**src/rtl/core/calst_pkg.sv**
```systemverilog
// Shared types, constants and codes of the capacity-aware load split table.
// Used by every module of the block; depends on nothing.
`default_nettype none

package calst_pkg;

    localparam int MAX_WORKERS = 8;
    localparam int BUCKETS     = 1024;
    localparam int FILES       = 16;

    localparam int WIDX_W       = (MAX_WORKERS > 1) ? $clog2(MAX_WORKERS) : 1;
    localparam int WCNT_W       = $clog2(MAX_WORKERS + 1);
    localparam int BIDX_W       = $clog2(BUCKETS);
    localparam int BCNT_W       = $clog2(BUCKETS + 1);
    localparam int FILE_IDX_W   = (FILES > 1) ? $clog2(FILES) : 1;
    localparam int SHARE_ADDR_W = $clog2(FILES * MAX_WORKERS);
    localparam int BKT_ADDR_W   = $clog2(FILES * BUCKETS);
    localparam int MAX_ITER     = MAX_WORKERS + 2;
    localparam int ITER_W       = $clog2(MAX_ITER + 1);
    localparam int SHARE_W      = 17;
    localparam int HEAD_W       = SHARE_W + 1;
    localparam int SUM_W        = 32 + WIDX_W;
    localparam int PFX_W        = SHARE_W + WIDX_W + 1;
    localparam int FILL_W       = 48;
    localparam int QSTEPS       = 17;
    localparam int QSTEP_W      = 5;

    localparam logic [SHARE_W-1:0] ONE_Q16 = 17'd65536;
    localparam logic signed [HEAD_W-1:0] EPS_POS = 18'sd66;
    localparam logic signed [HEAD_W-1:0] EPS_NEG = -18'sd66;

    localparam logic CFG_CPU_WORKERS = 1'b0;
    localparam logic CFG_GPU_WORKERS = 1'b1;

    typedef logic signed [HEAD_W-1:0] head_t;

    typedef enum logic [2:0] {
        CMD_RATE      = 3'd0,
        CMD_LIMIT     = 3'd1,
        CMD_UPDATE    = 3'd2,
        CMD_RD_SHARE  = 3'd3,
        CMD_RD_BUCKET = 3'd4
    } cmd_t;

    typedef struct packed {
        logic [2:0]  command;
        logic        is_gpu;
        logic [2:0]  worker;
        logic [3:0]  file;
        logic [31:0] throughput;
        logic [63:0] capacity;
        logic [63:0] kmer_count;
        logic [9:0]  bucket_index;
    } req_t;

    typedef struct packed {
        logic [16:0] read_data;
        logic        not_ready;
        logic        update_ignored;
        logic        capacity_short;
    } rsp_t;

    typedef enum logic [4:0] {
        DP_NOP,
        DP_CAPTURE,
        DP_WR_REPORT,
        DP_SET_NR,
        DP_SET_IGN,
        DP_RD_ISSUE,
        DP_RD_TAKE,
        DP_SUM_INIT,
        DP_SUM_STEP,
        DP_W_ISSUE,
        DP_W_FIN,
        DP_R_NEXT,
        DP_Y_START,
        DP_Y_STEP,
        DP_XFER,
        DP_SH_WRITE,
        DP_FILL,
        DP_FINISH,
        DP_OUT_LOAD
    } dp_op_t;

    typedef struct packed {
        logic [2:0] command;
        logic       upd_ok;
        logic       rd_ok;
        logic       i_last;
        logic       i_max;
        logic       k_last;
        logic       redist_go;
        logic       div_done;
        logic       ydiv_done;
        logic       fill_done;
    } dp_stat_t;

    typedef enum logic [3:0] {
        S_IDLE,
        S_DECODE,
        S_RD_WAIT,
        S_SUM,
        S_W_ISSUE,
        S_W_WAIT,
        S_R_CHECK,
        S_Y_DIV,
        S_XFER,
        S_SH_WRITE,
        S_FILL,
        S_RESP
    } ctrl_state_t;

endpackage

`default_nettype wire

```
**src/rtl/core/calst_ctrl.sv**
```systemverilog
// Controller state machine: sequences request decode, share computation,
// redistribution and table fill. Depends on calst_pkg.
`default_nettype none

module calst_ctrl (
    input  wire logic                clk,
    input  wire logic                rst_n,
    input  wire logic                in_valid,
    output logic                     in_ready,
    output logic                     out_valid,
    input  wire logic                out_ready,
    input  wire calst_pkg::dp_stat_t stat,
    output calst_pkg::dp_op_t        op
);

    calst_pkg::ctrl_state_t state_reg, state_next;
    logic                   out_valid_reg, out_valid_next;

    always_ff @(posedge clk or negedge rst_n)
    begin
        if (!rst_n)
        begin
            state_reg     <= calst_pkg::S_IDLE;
            out_valid_reg <= 1'b0;
        end
        else
        begin
            state_reg     <= state_next;
            out_valid_reg <= out_valid_next;
        end
    end

    always_comb
    begin
        state_next     = state_reg;
        op             = calst_pkg::DP_NOP;
        in_ready       = 1'b0;
        out_valid_next = out_valid_reg && !out_ready;
        unique case (state_reg)
            calst_pkg::S_IDLE:
            begin
                in_ready = 1'b1;
                if (in_valid)
                begin
                    op         = calst_pkg::DP_CAPTURE;
                    state_next = calst_pkg::S_DECODE;
                end
            end
            calst_pkg::S_DECODE:
            begin
                unique case (calst_pkg::cmd_t'(stat.command))
                    calst_pkg::CMD_RATE, calst_pkg::CMD_LIMIT:
                    begin
                        op         = calst_pkg::DP_WR_REPORT;
                        state_next = calst_pkg::S_RESP;
                    end
                    calst_pkg::CMD_UPDATE:
                    begin
                        if (stat.upd_ok)
                        begin
                            op         = calst_pkg::DP_SUM_INIT;
                            state_next = calst_pkg::S_SUM;
                        end
                        else
                        begin
                            op         = calst_pkg::DP_SET_IGN;
                            state_next = calst_pkg::S_RESP;
                        end
                    end
                    calst_pkg::CMD_RD_SHARE, calst_pkg::CMD_RD_BUCKET:
                    begin
                        if (stat.rd_ok)
                        begin
                            op         = calst_pkg::DP_RD_ISSUE;
                            state_next = calst_pkg::S_RD_WAIT;
                        end
                        else
                        begin
                            op         = calst_pkg::DP_SET_NR;
                            state_next = calst_pkg::S_RESP;
                        end
                    end
                    default:
                    begin
                        state_next = calst_pkg::S_RESP;
                    end
                endcase
            end
            calst_pkg::S_RD_WAIT:
            begin
                op         = calst_pkg::DP_RD_TAKE;
                state_next = calst_pkg::S_RESP;
            end
            calst_pkg::S_SUM:
            begin
                op = calst_pkg::DP_SUM_STEP;
                if (stat.i_last)
                begin
                    state_next = calst_pkg::S_W_ISSUE;
                end
            end
            calst_pkg::S_W_ISSUE:
            begin
                op         = calst_pkg::DP_W_ISSUE;
                state_next = calst_pkg::S_W_WAIT;
            end
            calst_pkg::S_W_WAIT:
            begin
                if (stat.div_done)
                begin
                    op         = calst_pkg::DP_W_FIN;
                    state_next = stat.i_last ? calst_pkg::S_R_CHECK : calst_pkg::S_W_ISSUE;
                end
            end
            calst_pkg::S_R_CHECK:
            begin
                if (stat.redist_go)
                begin
                    op         = calst_pkg::DP_Y_START;
                    state_next = calst_pkg::S_Y_DIV;
                end
                else
                begin
                    op = calst_pkg::DP_R_NEXT;
                    if (stat.i_last)
                    begin
                        state_next = calst_pkg::S_SH_WRITE;
                    end
                end
            end
            calst_pkg::S_Y_DIV:
            begin
                op = calst_pkg::DP_Y_STEP;
                if (stat.ydiv_done)
                begin
                    state_next = calst_pkg::S_XFER;
                end
            end
            calst_pkg::S_XFER:
            begin
                op = calst_pkg::DP_XFER;
                if (stat.k_last)
                begin
                    state_next = calst_pkg::S_R_CHECK;
                end
            end
            calst_pkg::S_SH_WRITE:
            begin
                op = calst_pkg::DP_SH_WRITE;
                if (stat.i_max)
                begin
                    state_next = calst_pkg::S_FILL;
                end
            end
            calst_pkg::S_FILL:
            begin
                if (stat.fill_done)
                begin
                    op         = calst_pkg::DP_FINISH;
                    state_next = calst_pkg::S_RESP;
                end
                else
                begin
                    op = calst_pkg::DP_FILL;
                end
            end
            calst_pkg::S_RESP:
            begin
                // The result waits here until the output register is free.
                if (!out_valid_reg || out_ready)
                begin
                    op             = calst_pkg::DP_OUT_LOAD;
                    out_valid_next = 1'b1;
                    state_next     = calst_pkg::S_IDLE;
                end
            end
            default:
            begin
                state_next = calst_pkg::S_IDLE;
            end
        endcase
    end

    assign out_valid = out_valid_reg;

endmodule

`default_nettype wire

```
**config.mk**
```make
export PLATFORM = sky130hd
export DESIGN_NAME = calst_ctrl
export DESIGN_NICKNAME = d
export VERILOG_FILES = /design/src/rtl/core/calst_pkg.sv /design/src/rtl/core/calst_ctrl.sv
export SDC_FILE = /design/constraint.sdc
export NUM_CORES = 1
export LEC_CHECK = 0
export BUFFER_PORTS_ARGS = -buffer_cell sky130_fd_sc_hd__buf_2
export CAP_MARGIN = 40
export CORE_UTILIZATION = 53
export DETAILED_ROUTE_END_ITERATION = 8
export PLACE_DENSITY = 0.89
export SETUP_SLACK_MARGIN = 0.2
export SYNTH_ARGS = -nofsm -noshare
export SYNTH_HDL_FRONTEND = slang
export SYNTH_SLANG_ARGS = --single-unit
```
**constraint.sdc**
```tcl
create_clock -name clk -period 4.45 [get_ports clk]
set_clock_uncertainty 0.2 [all_clocks]
set_input_delay 0.6675 -clock clk [delete_from_list [all_inputs] [get_ports clk]]
set_output_delay 0.6675 -clock clk [all_outputs]
set_load 0.01 [all_outputs]
```
==> results of run 1 <==
==> final timing paths <==
kind,cells after the start,start,to
setup reg to reg,4,state_reg[2]$_DFFE_PN0P_,state_reg[3]$_DFFE_PN0P_
setup / recovery,5,state_reg[0]$_DFFE_PN0P_,op[3]
hold / removal,1,rst_n,state_reg[3]$_DFFE_PN0P_
min in group clk,3,stat[4],state_reg[2]$_DFFE_PN0P_
hold reg to reg,1,state_reg[1]$_DFFE_PN0P_,state_reg[2]$_DFFE_PN0P_
max in group asynchronous,1,rst_n,state_reg[1]$_DFFE_PN0P_
==> power by group <==
part,internal (mW),switching [mW]
logic,0.167,0.185
registers,0.0657,0.0877
clock network,0.0339,0.0183
==> kinds of logic after synthesis <==
family	synth area share, %
buffers and inverters	6.902
AOI/OAI and AO/OA	35.40
muxes	4.602
DFF	17.70
and+or+nand+nor	35.40
==> cells in the final DEF, fill, tap and decap left out, types with 2 or more instances in the layout <==
master	n
a21boi_0	2
a31oi_1	3
a211oi_1	3
o22ai_1	2
o21ai_0	7
nor2_1	11
buf_2	22
a21oi_1	5
nand2_1	8
a21o_1	2
o21ai_1	5
nand2b_1	6
clkbuf_4	3
nor2b_1	3
nor3_1	3
dfrtp_1	5
or2_2	2
inv_1	3
==> metrics by stage <==
| step | area (um^2) | total power, mW | hold WS, ps | cells | setup slack, ps |
|---|---|---|---|---|---|
| after floorplan | 706.9 | 0.4117 | 171.9 | 100 | 2071 |
| after global placement | 800.8 | 0.4814 | 282.2 | 129 | 1860 |
| after detailed placement | 800.8 | 0.5007 | 282.6 | 129 | 1846 |
| after CTS | 827.0 | 0.5551 | 24.13 | 133 | 1590 |
| after global routing | 827.0 | 0.6084 | 26.05 | 133 | 1424 |
| final | 827.0 | 0.5583 | 24.80 | 133 | 1570 |
==> area by class of cell <==
class                      instances  area share (%)
tap                               14           2.118
clock buffer                       4           3.177
inverter                           4           1.815
sequential                         5           15.13
multi-input combinational         84           64.45
timing repair buffer              22           13.31
==> worst max-delay path, delay by kind of cell (launching register included) <==
kind / cells / cell delay, ps
AND/OR/NAND/NOR: 1 / 290
AO/OA/AOI/OAI: 2 / 340
buffers and inverters: 2 / 420
flip-flops: 1 / 720
==> metal layers <==
metal	routed length [um]	track usage (%)	vias to the layer above
li1	-	-	409
met1	899	39.22	367
met2	890	47.08	27
met3	85	6.977	0
met4	0	0	0
met5	0	0	-
==> summary.txt, run 1 <==
Final layout
  – # nets final: about 140
  – Area occupied by registers: between 100 and 150 um^2
  – Proportion of layout cells with a drive suffix above 1: ~28%
  – Filler cell count: 104
  – Area of combinational cells with multiple inputs: 533.0 um^2
  – Area growth from synthesis to final layout: 16.99%
  – Antenna cell count: 0
  – Util after Layout: 70.62%
  – Largest register FFs: 4

Route
  – Post-detailed-route wirelength per cell: around 14 um
  – Post-detailed-route via-to-cell ratio: just over 6
  – Initial drt markers: 32
  – Via total after detailed routing: roughly 800
  – Number of routed nets with antenna violations: 0
  – Drt drc: 0
  – Routed wire length: 1.875 mm
  – Detailed-router iteration count before antenna repair: 4

Clock network
  – CTS sink cnt: 5
  – Number of H-tree levels: 1
  – Clock latency reported for the late side of the worst-skew pair: 240 ps
  – TritonCTS clock tree: built
  – Clock slew at the register clock pins of the worst setup and hold paths: 40 ps
  – Root buffer cell: clkbuf_4
  – Cts bufs inserted: 3
  – Longest Clk Path Bufs: 2
  – Post-CTS Setup Bufs: 0
  – Quantity of hold-fixing buffers added after cts: 0
  – Post_cts resized: 0

Place
  – Count of buffers inserted at the top-level ports: 22
  – Total half-perimeter wirelength after legalization and detailed placement: approximately 1.4 mm
  – Routability congestion estimate from global placement: roughly 0.91

Timing
  – Transition at the pin with the smallest max-transition slack: ~600 ps
  – Final setup violation count: 0
  – Final Critical Period: around 2900 ps
  – Tightest slew margin relative to the limit: 59.38%
  – Max-slew violation count: 0
  – Setup repair after global routing missed its margin: no
  – Period Utilization, post-route: 64.72%
  – Final-layout setup total negative slack: 0 ps
  – Highest attainable clock frequency: 347.2 MHz
  – Final hold violations: 0

Pwr
  – Max rail drop VDD: around 0.52 mV
  – Leakage Power: 0.3684 nW
  – Power Density: 675.1 mW/mm^2

Setup path
  – Critical path capture point type: output pin
  – R2R setup slack: 2250 ps
  – Critical-path cell list: inv_1, o21ai_0, a21oi_1, or2_2, buf_2
  – Type of the worst setup path: reg -> out
  – CP max-delay cell: dfrtp_1
  – Setup crit start kind: flip-flop
  – Highest net fanout along the worst path: 20
  – Worst path required time: 3580 ps
  – Largest stage delay on the critical path: 720 ps
  – Critical path data arrival time: 2010 ps

Yosys
  – Mean cell area of the mapped netlist: a little over 7 um^2
  – Cell accounting for the most synthesized area: dfrtp_1
  – Warnings from Yosys: 0
  – Top flip-flop cell by instance count after synthesis: dfrtp_1
  – Total standard cell area after synthesis: 706.9 um^2
  – Most instantiated library cell after synthesis: nor2_1
  – Top post-synthesis cells by area: dfrtp_1, nor2_1, nand2b_1
  – Number of enable-type register cells in the synthesized netlist: 0
  – Ranking of synthesized cells by instance count: nor2_1, nand2_1, o21ai_0
  – Share of flip-flops with an asynchronous set or reset: 100.0%
  – Number of nets produced by synthesis: 116
  – Seq/Total Area, Yosys: 17.70%
  – Portion of synthesized cell area occupied by the leading cell type: between 15 and 20%
  – Synth Register Bits: 5
  – Synthesized instance count: 100
  – Unique cell type count in the Yosys netlist: 43

Floorplanning
  – Die area: 0.001484 mm^2
  – Initial Util: between 60% and 70%
  – IO Pins: 23
  – Die height: 38.52 um
  – Width of the die: 38.52 um
  – FP Rows: 12
  – Placeable core area: 0.001171 mm^2

Min path
  – Hold crit path type: in -> async

Global routing
  – Number of global-route vias before repair: 661
  – Overall global routing resource usage: 28.40%
  – Pin count of the biggest net entering global routing: 22
  – Initial antenna violation count: 0
  – Final global-route overflow total: 0
  – First-pass GRT wire length: between 2 and 3 mm

Run
  – Count of maximum capacitance violations: 0

Status
  – Status: finished, final reports clean
(Power assumes the default switching activity.)
==> inputs of run 2 (changes only) <==
--- a/config.mk
+++ b/config.mk
@@ -5,11 +5,12 @@
 export SDC_FILE = /design/constraint.sdc
 export NUM_CORES = 1
 export LEC_CHECK = 0
+export ABC_AREA = 1
 export BUFFER_PORTS_ARGS = -buffer_cell sky130_fd_sc_hd__buf_2
 export CAP_MARGIN = 40
-export CORE_UTILIZATION = 53
+export CORE_UTILIZATION = 48
 export DETAILED_ROUTE_END_ITERATION = 8
-export PLACE_DENSITY = 0.89
+export PLACE_DENSITY = 0.83
 export SETUP_SLACK_MARGIN = 0.2
 export SYNTH_ARGS = -nofsm -noshare
 export SYNTH_HDL_FRONTEND = slang
==> constraint.sdc (replaced) <==
create_clock -name clk -period 3 [get_ports clk]
set_clock_uncertainty 0.2 [all_clocks]
set_input_delay 0.45 -clock clk [delete_from_list [all_inputs] [get_ports clk]]
set_output_delay 0.45 -clock clk [all_outputs]
set_load 0.01 [all_outputs]
==> summary.txt, run 2 <==
Status
  – Status: finished, final reports clean

Pwr
  – Power Density: 975.8 mW/mm^2
  – Leakage Power: 0.5036 nW
  – Max rail drop VDD: between 0.6 and 0.7 mV

Final layout
  – Antenna cell count: 0
  – Util after Layout: 64.13%
  – # nets final: 163
  – Final design instance area without fill: between 800 and 900 um^2
  – Most common library cell in the layout ignoring fill and taps: nand2_1
  – Largest register FFs: 4
  – Commonest non-fill, non-tap cells in the layout: nand2_1, buf_2, inv_1
  – Area growth from synthesis to final layout: 24.67%
  – Filler cell count: 132
  – Proportion of layout cells with a drive suffix above 1: 24.66%

Global routing
  – Overall global routing resource usage: 24.94%
  – Final global-route overflow total: 0
  – First-pass GRT wire length: 2.677 mm
  – Pin count of the biggest net entering global routing: 10
  – Initial antenna violation count: 0
  – Number of global-route vias before repair: around 710

Yosys
  – Number of enable-type register cells in the synthesized netlist: 0
  – Ranking of synthesized cells by instance count: nand2_1, inv_1, nor2_1
  – Number of nets produced by synthesis: 135
  – Synthesized instance count: 119
  – Cell accounting for the most synthesized area: nand2_1
  – Seq/Total Area, Yosys: a little under a fifth
  – Most instantiated library cell after synthesis: nand2_1
  – Top post-synthesis cells by area: nand2_1, dfrtp_1, nand3_1
  – Mean cell area of the mapped netlist: 5.625 um^2
  – Share of flip-flops with an asynchronous set or reset: between 90% and 100%
  – Warnings from Yosys: 0
  – Synth Register Bits: 5
  – Portion of synthesized cell area occupied by the leading cell type: 24.11%
  – Total standard cell area after synthesis: 669.4 um^2
  – Top flip-flop cell by instance count after synthesis: dfrtp_1
  – Unique cell type count in the Yosys netlist: 15

Timing
  – Transition at the pin with the smallest max-transition slack: 322.7 ps
  – Max-slew violation count: 0
  – Setup slack after layout: 758.2 ps
  – Tightest slew margin relative to the limit: 78.41%
  – Final hold violations: 0
  – Final Critical Period: 2242 ps
  – Setup repair after global routing missed its margin: no
  – Final-layout setup total negative slack: 0 ps
  – Highest attainable clock frequency: 446.1 MHz
  – Period Utilization, post-route: 74.73%
  – Final setup violation count: 0

Route
  – Drt drc: 0
  – Detailed-router iteration count before antenna repair: 4
  – Initial drt markers: 51
  – Routed wire length: 1.736 mm
  – Via total after detailed routing: 881
  – Post-detailed-route wirelength per cell: 10.78 um
  – Number of routed nets with antenna violations: 0
  – Post-detailed-route via-to-cell ratio: 5.472

Place
  – Count of buffers inserted at the top-level ports: 22
  – Worst-case setup slack after placement: 959.7 ps
  – Total half-perimeter wirelength after legalization and detailed placement: 1.435 mm
  – Area after detailed placement: 798.3 um^2
  – Routability congestion estimate from global placement: around 0.93

Setup path
  – Critical path capture point type: output pin
  – Highest net fanout along the worst path: 5
  – CP max-delay cell: dfrtp_1
  – Worst path required time: 2350 ps
  – Depth of the worst register-to-register path: 6
  – Type of the worst setup path: reg -> out
  – Setup crit start kind: flip-flop
  – Critical path data arrival time: ~1600 ps
  – Critical R2R Launch: state_reg[3]$_DFFE_PN0P_
  – Startpoint of the most critical setup path: state_reg[3]$_DFFE_PN0P_
  – Critical-path cell list: nor2_1, inv_1, nor2_4, a22oi_1, nand4_1, buf_2
  – Largest stage delay on the critical path: about 450 ps

Floorplanning
  – FP Rows: 13
  – Die area: between 0.0015 and 0.002 mm^2
  – Initial Util: between 50% and 60%
  – IO Pins: 23
  – Placeable core area: 0.001301 mm^2
  – Die height: about 40 um
  – Width of the die: 39.35 um

Clock network
  – Root buffer cell: clkbuf_4
  – Clock latency reported for the late side of the worst-skew pair: 240 ps
  – Post-CTS Setup Bufs: 0
  – TritonCTS clock tree: built
  – Cts bufs inserted: 3
  – Clock slew at the register clock pins of the worst setup and hold paths: ~40 ps
  – Number of H-tree levels: 1
  – CTS sink cnt: 5
  – Longest Clk Path Bufs: 2

Min path
  – Cell count of the worst hold path: 4
  – Hold crit path type: in -> reg
  – Start point of the worst min-delay path: out_ready

Run
  – Count of maximum capacitance violations: 0
## run 2: changes by cell type in the layout (fill, tap and decap cells not counted), sizes merged, moves of 4 or more
cell	delta
nand4	+4
nand2b	-6
nand2	+35
nand3b	+4
inv	+14
nand3	+14
nor2	+7
o21ai	-6
## run 2: critical path, delay by kind of cell (launching register included)
kind | cells | cell delay (ps)
simple gates | 3 | 550
buf+inv | 2 | 270
flops | 1 | 450
compound gates | 1 | 80
## run 2: area by class of cell
cell class | instances | area, um^2 | area share (%)
tap | 15 | 18.77 | 2.249
clock buffer | 4 | 26.28 | 3.148
sequential | 5 | 125.1 | 14.99
multi-input combinational | 96 | 476.7 | 57.12
timing repair buffer | 23 | 120.1 | 14.39
inverter | 18 | 67.56 | 8.096
## run 2: cells by family after synthesis
group | share of synthesized area (%)
and+or+nand+nor | 61.87
buffers and inverters | 10.09
AOI/OAI and AO/OA | 9.346
DFF | 18.69
## run 2: worst paths after layout
check	endpoint	slack [ps]
max	op[0]	760
max reg2reg	state_reg[0]$_DFFE_PN0P_	1340
max in group asynchronous	state_reg[3]$_DFFE_PN0P_	2130
min reg2reg	state_reg[2]$_DFFE_PN0P_	400
min in group asynchronous	state_reg[1]$_DFFE_PN0P_	340
min	out_valid$_DFF_PN0_	300
## run 2: routing by layer
metal  GRT usage [%]  part of all wire, %  wire length [um]  vias up
met5               0                    0                 0        -
met4           9.483                    0                 0        0
met3          0.5682                  7.5               130        0
met2           44.17                   49               848       47
met1           31.82                   44               757      387
li1                -                    -                 -      447
## run 2: repair_timing
| item | 4_1_cts | 5_1_grt |
|---|---|---|
| hold buffers | 1 | 0 |
| gates resized for setup | 0 | 0 |
| endpoints found under the hold margin | 5 | 0 |
## run 2: through the flow
| step | total power [mW] | hold WS (ps) | instances |
|---|---|---|---|
| floorplan | 0.5652 | -45.59 | 119 |
| global placement | 0.7164 | 62.34 | 156 |
| detailed placement | 0.7303 | 64.35 | 156 |
| CTS | 0.8139 | 292.0 | 161 |
| global route | 0.8925 | 352.5 | 161 |
| finish | 0.8143 | 296.0 | 161 |
## run 2: where the power goes
group	internal, mW	switching, mW	total, mW
clock network	0.0501	0.0247	0.0748
registers	0.101	0.0500	0.151
logic	0.209	0.380	0.589
total	0.359	0.455	0.814
==> inputs of run 3 (changes only) <==
--- a/config.mk
+++ b/config.mk
@@ -8,9 +8,9 @@
 export ABC_AREA = 1
 export BUFFER_PORTS_ARGS = -buffer_cell sky130_fd_sc_hd__buf_2
 export CAP_MARGIN = 40
-export CORE_UTILIZATION = 48
+export CORE_UTILIZATION = 44
 export DETAILED_ROUTE_END_ITERATION = 8
-export PLACE_DENSITY = 0.83
+export PLACE_DENSITY = 0.8
 export SETUP_SLACK_MARGIN = 0.2
 export SYNTH_ARGS = -nofsm -noshare
 export SYNTH_HDL_FRONTEND = slang
==> constraint.sdc (replaced) <==
create_clock -name clk -period 1.97 [get_ports clk]
set_clock_uncertainty 0.2 [all_clocks]
set_input_delay 0.2955 -clock clk [delete_from_list [all_inputs] [get_ports clk]]
set_output_delay 0.2955 -clock clk [all_outputs]
set_load 0.01 [all_outputs]
==> summary.txt, run 3 (same netlist as run 2, synthesis figures left out) <==
Final layout
  – Antenna cell count: 0
  – Proportion of layout cells with a drive suffix above 1: around two fifths
  – # nets final: 174
  – Number of standard cells in the final layout excluding fillers: 172
  – Util after Layout: about 73%
  – Most common library cell in the layout ignoring fill and taps: nand2_1
  – Area growth from synthesis to final layout: 46.73%
  – Largest register FFs: 4
  – Commonest non-fill, non-tap cells in the layout: nand2_1, buf_2, inv_1
  – Final design instance area without fill: slightly below 0.001 mm^2
  – Filler cell count: 120

Setup path
  – Critical path data arrival time: approximately 1400 ps
  – Highest net fanout along the worst path: 5
  – Type of the worst setup path: reg -> out
  – Depth of the worst register-to-register path: 9
  – Setup crit start kind: flip-flop
  – Critical path capture point type: output pin
  – R2R setup slack: approximately 210 ps
  – End of the worst register-to-register path: state_reg[2]$_DFFE_PN0P_
  – Worst path required time: 1470 ps
  – Critical R2R Launch: state_reg[1]$_DFFE_PN0P_

Floorplanning
  – FP Rows: 13
  – Die area: 0.001681 mm^2
  – Placeable core area: 0.001350 mm^2
  – IO Pins: 23
  – Width of the die: roughly 41 um
  – Initial Util: about half
  – Die height: 41.01 um

Place
  – Placed Cells incl. Taps: 156
  – Routability congestion estimate from global placement: 0.9035
  – Area after detailed placement: ~800 um^2
  – Count of buffers inserted at the top-level ports: 22
  – Total half-perimeter wirelength after legalization and detailed placement: 1.538 mm

Pwr
  – Internal: roughly 0.69 mW
  – Clock share of power: roughly 8%
  – Switching power: 0.8069 mW
  – Switching Fraction: 53.76%
  – Share of power burned in registers: 17.1%
  – Leakage Power: 0.5607 nW
  – Comb pwr share: 74.9%
  – Max rail drop VDD: 0.9587 mV
  – Power Density: about 1500 mW/mm^2

Route
  – Post-detailed-route via-to-cell ratio: between 5 and 6
  – Number of routed nets with antenna violations: 0
  – Post-detailed-route wirelength per cell: 12.66 um
  – Detailed-router iteration count before antenna repair: 4
  – Via total after detailed routing: 936
  – Initial drt markers: 27
  – Drt drc: 0
  – Routed wire length: 2.178 mm

Timing
  – Setup repair after global routing missed its margin: yes
  – Max-slew violation count: 0
  – Transition at the pin with the smallest max-transition slack: a little over 300 ps
  – Highest attainable clock frequency: around 520 MHz
  – Final setup violation count: 0
  – Tightest slew margin relative to the limit: 79.78%
  – Final Critical Period: 1905 ps
  – Final-layout setup total negative slack: 0 ps
  – Final hold violations: 0
  – Period Utilization, post-route: 96.69%
  – Minimum hold slack: 166.8 ps

Min path
  – Endpoint with the worst hold slack: out_valid$_DFF_PN0_
  – Hold crit path type: in -> reg
  – Start point of the worst min-delay path: out_ready
  – Cell count of the worst hold path: 4

Global routing
  – Initial antenna violation count: 0
  – Overall global routing resource usage: 29.12%
  – Pin count of the biggest net entering global routing: 8
  – Number of global-route vias before repair: roughly 830
  – First-pass GRT wire length: 3.243 mm
  – Final global-route overflow total: 0

Clock network
  – Clock slew at the register clock pins of the worst setup and hold paths: 50 ps
  – Root buffer cell: clkbuf_4
  – TritonCTS clock tree: built
  – CTS sink cnt: 5
  – Clock latency reported for the late side of the worst-skew pair: ~240 ps
  – Cts bufs inserted: 3
  – Number of H-tree levels: 1
  – Longest Clk Path Bufs: 2

Run
  – Count of maximum capacitance violations: 0

Status
  – Status: finished, final reports clean
## run 3: critical path, cell delays in order, from the launching register on
cell     delay [ps]
dfrtp_2         460
nor2_4          150
buf_4           140
nand2_1         160
nand4_1         130
buf_2           130
## run 3: per-stage QoR
step | total power, mW | worst slack, ps
after global routing | 1.620 | -12.37
final | 1.501 | 65.12
after detailed placement | 1.113 | 194.5
after CTS | 1.392 | 94.70
after global placement | 1.093 | 244.8
after floorplan | 0.8608 | 383.0
## run 3: layer usage
| metal | global-route usage (%) | wire length [um] |
|---|---|---|
| met1 | 32.78 | 993 |
| met3 | 6.522 | 83 |
| met5 | 0 | 0 |
| met4 | 13.33 | 58 |
| met2 | 51.17 | 1042 |
## run 3: worst max-delay path by stage
stage / slack [ps] / cells after the start / end / start
2_1_floorplan: 380 / 5 / op[0] / state_reg[2]$_DFFE_PN0P_
3_3_place_gp: 240 / 6 / op[0] / state_reg[2]$_DFFE_PN0P_
3_5_place_dp: 190 / 6 / op[0] / state_reg[2]$_DFFE_PN0P_
4_1_cts: 90 / 7 / op[0] / state_reg[1]$_DFFE_PN0P_
5_1_grt: -10 / 7 / op[0] / state_reg[0]$_DFFE_PN0P_
6_report: 70 / 5 / op[3] / state_reg[3]$_DFFE_PN0P_
## run 3: timing repair
item / CTS / global route
pin swaps: 7 / 2
setup buffers: 10 / 1
hold endpoints to repair: 5 / 0
resized for setup: 15 / 8
endpoints found under the setup margin: 6 / 10
gates cloned: 0 / 0
hold buffers: 1 / 0
## run 3: power by group through the flow
stage                     logic [mW]  registers (mW)  clock network (mW)
after global routing            1.22           0.261               0.134
after detailed placement       0.884           0.229                   0
after floorplan                0.640           0.221                   0
after CTS                       1.02           0.246               0.122
after global placement         0.871           0.222                   0
final                           1.12           0.257               0.119
## run 3: final cells by class
type | instances | area, um^2 | share of cell area [%]
multi-input cells | 96 | 536.8 | 54.65
repair buffers | 34 | 202.7 | 20.64
flip-flops and latches | 5 | 130.1 | 13.25
inverters | 18 | 67.56 | 6.879
clock buffers | 4 | 26.28 | 2.675
well taps | 15 | 18.77 | 1.911
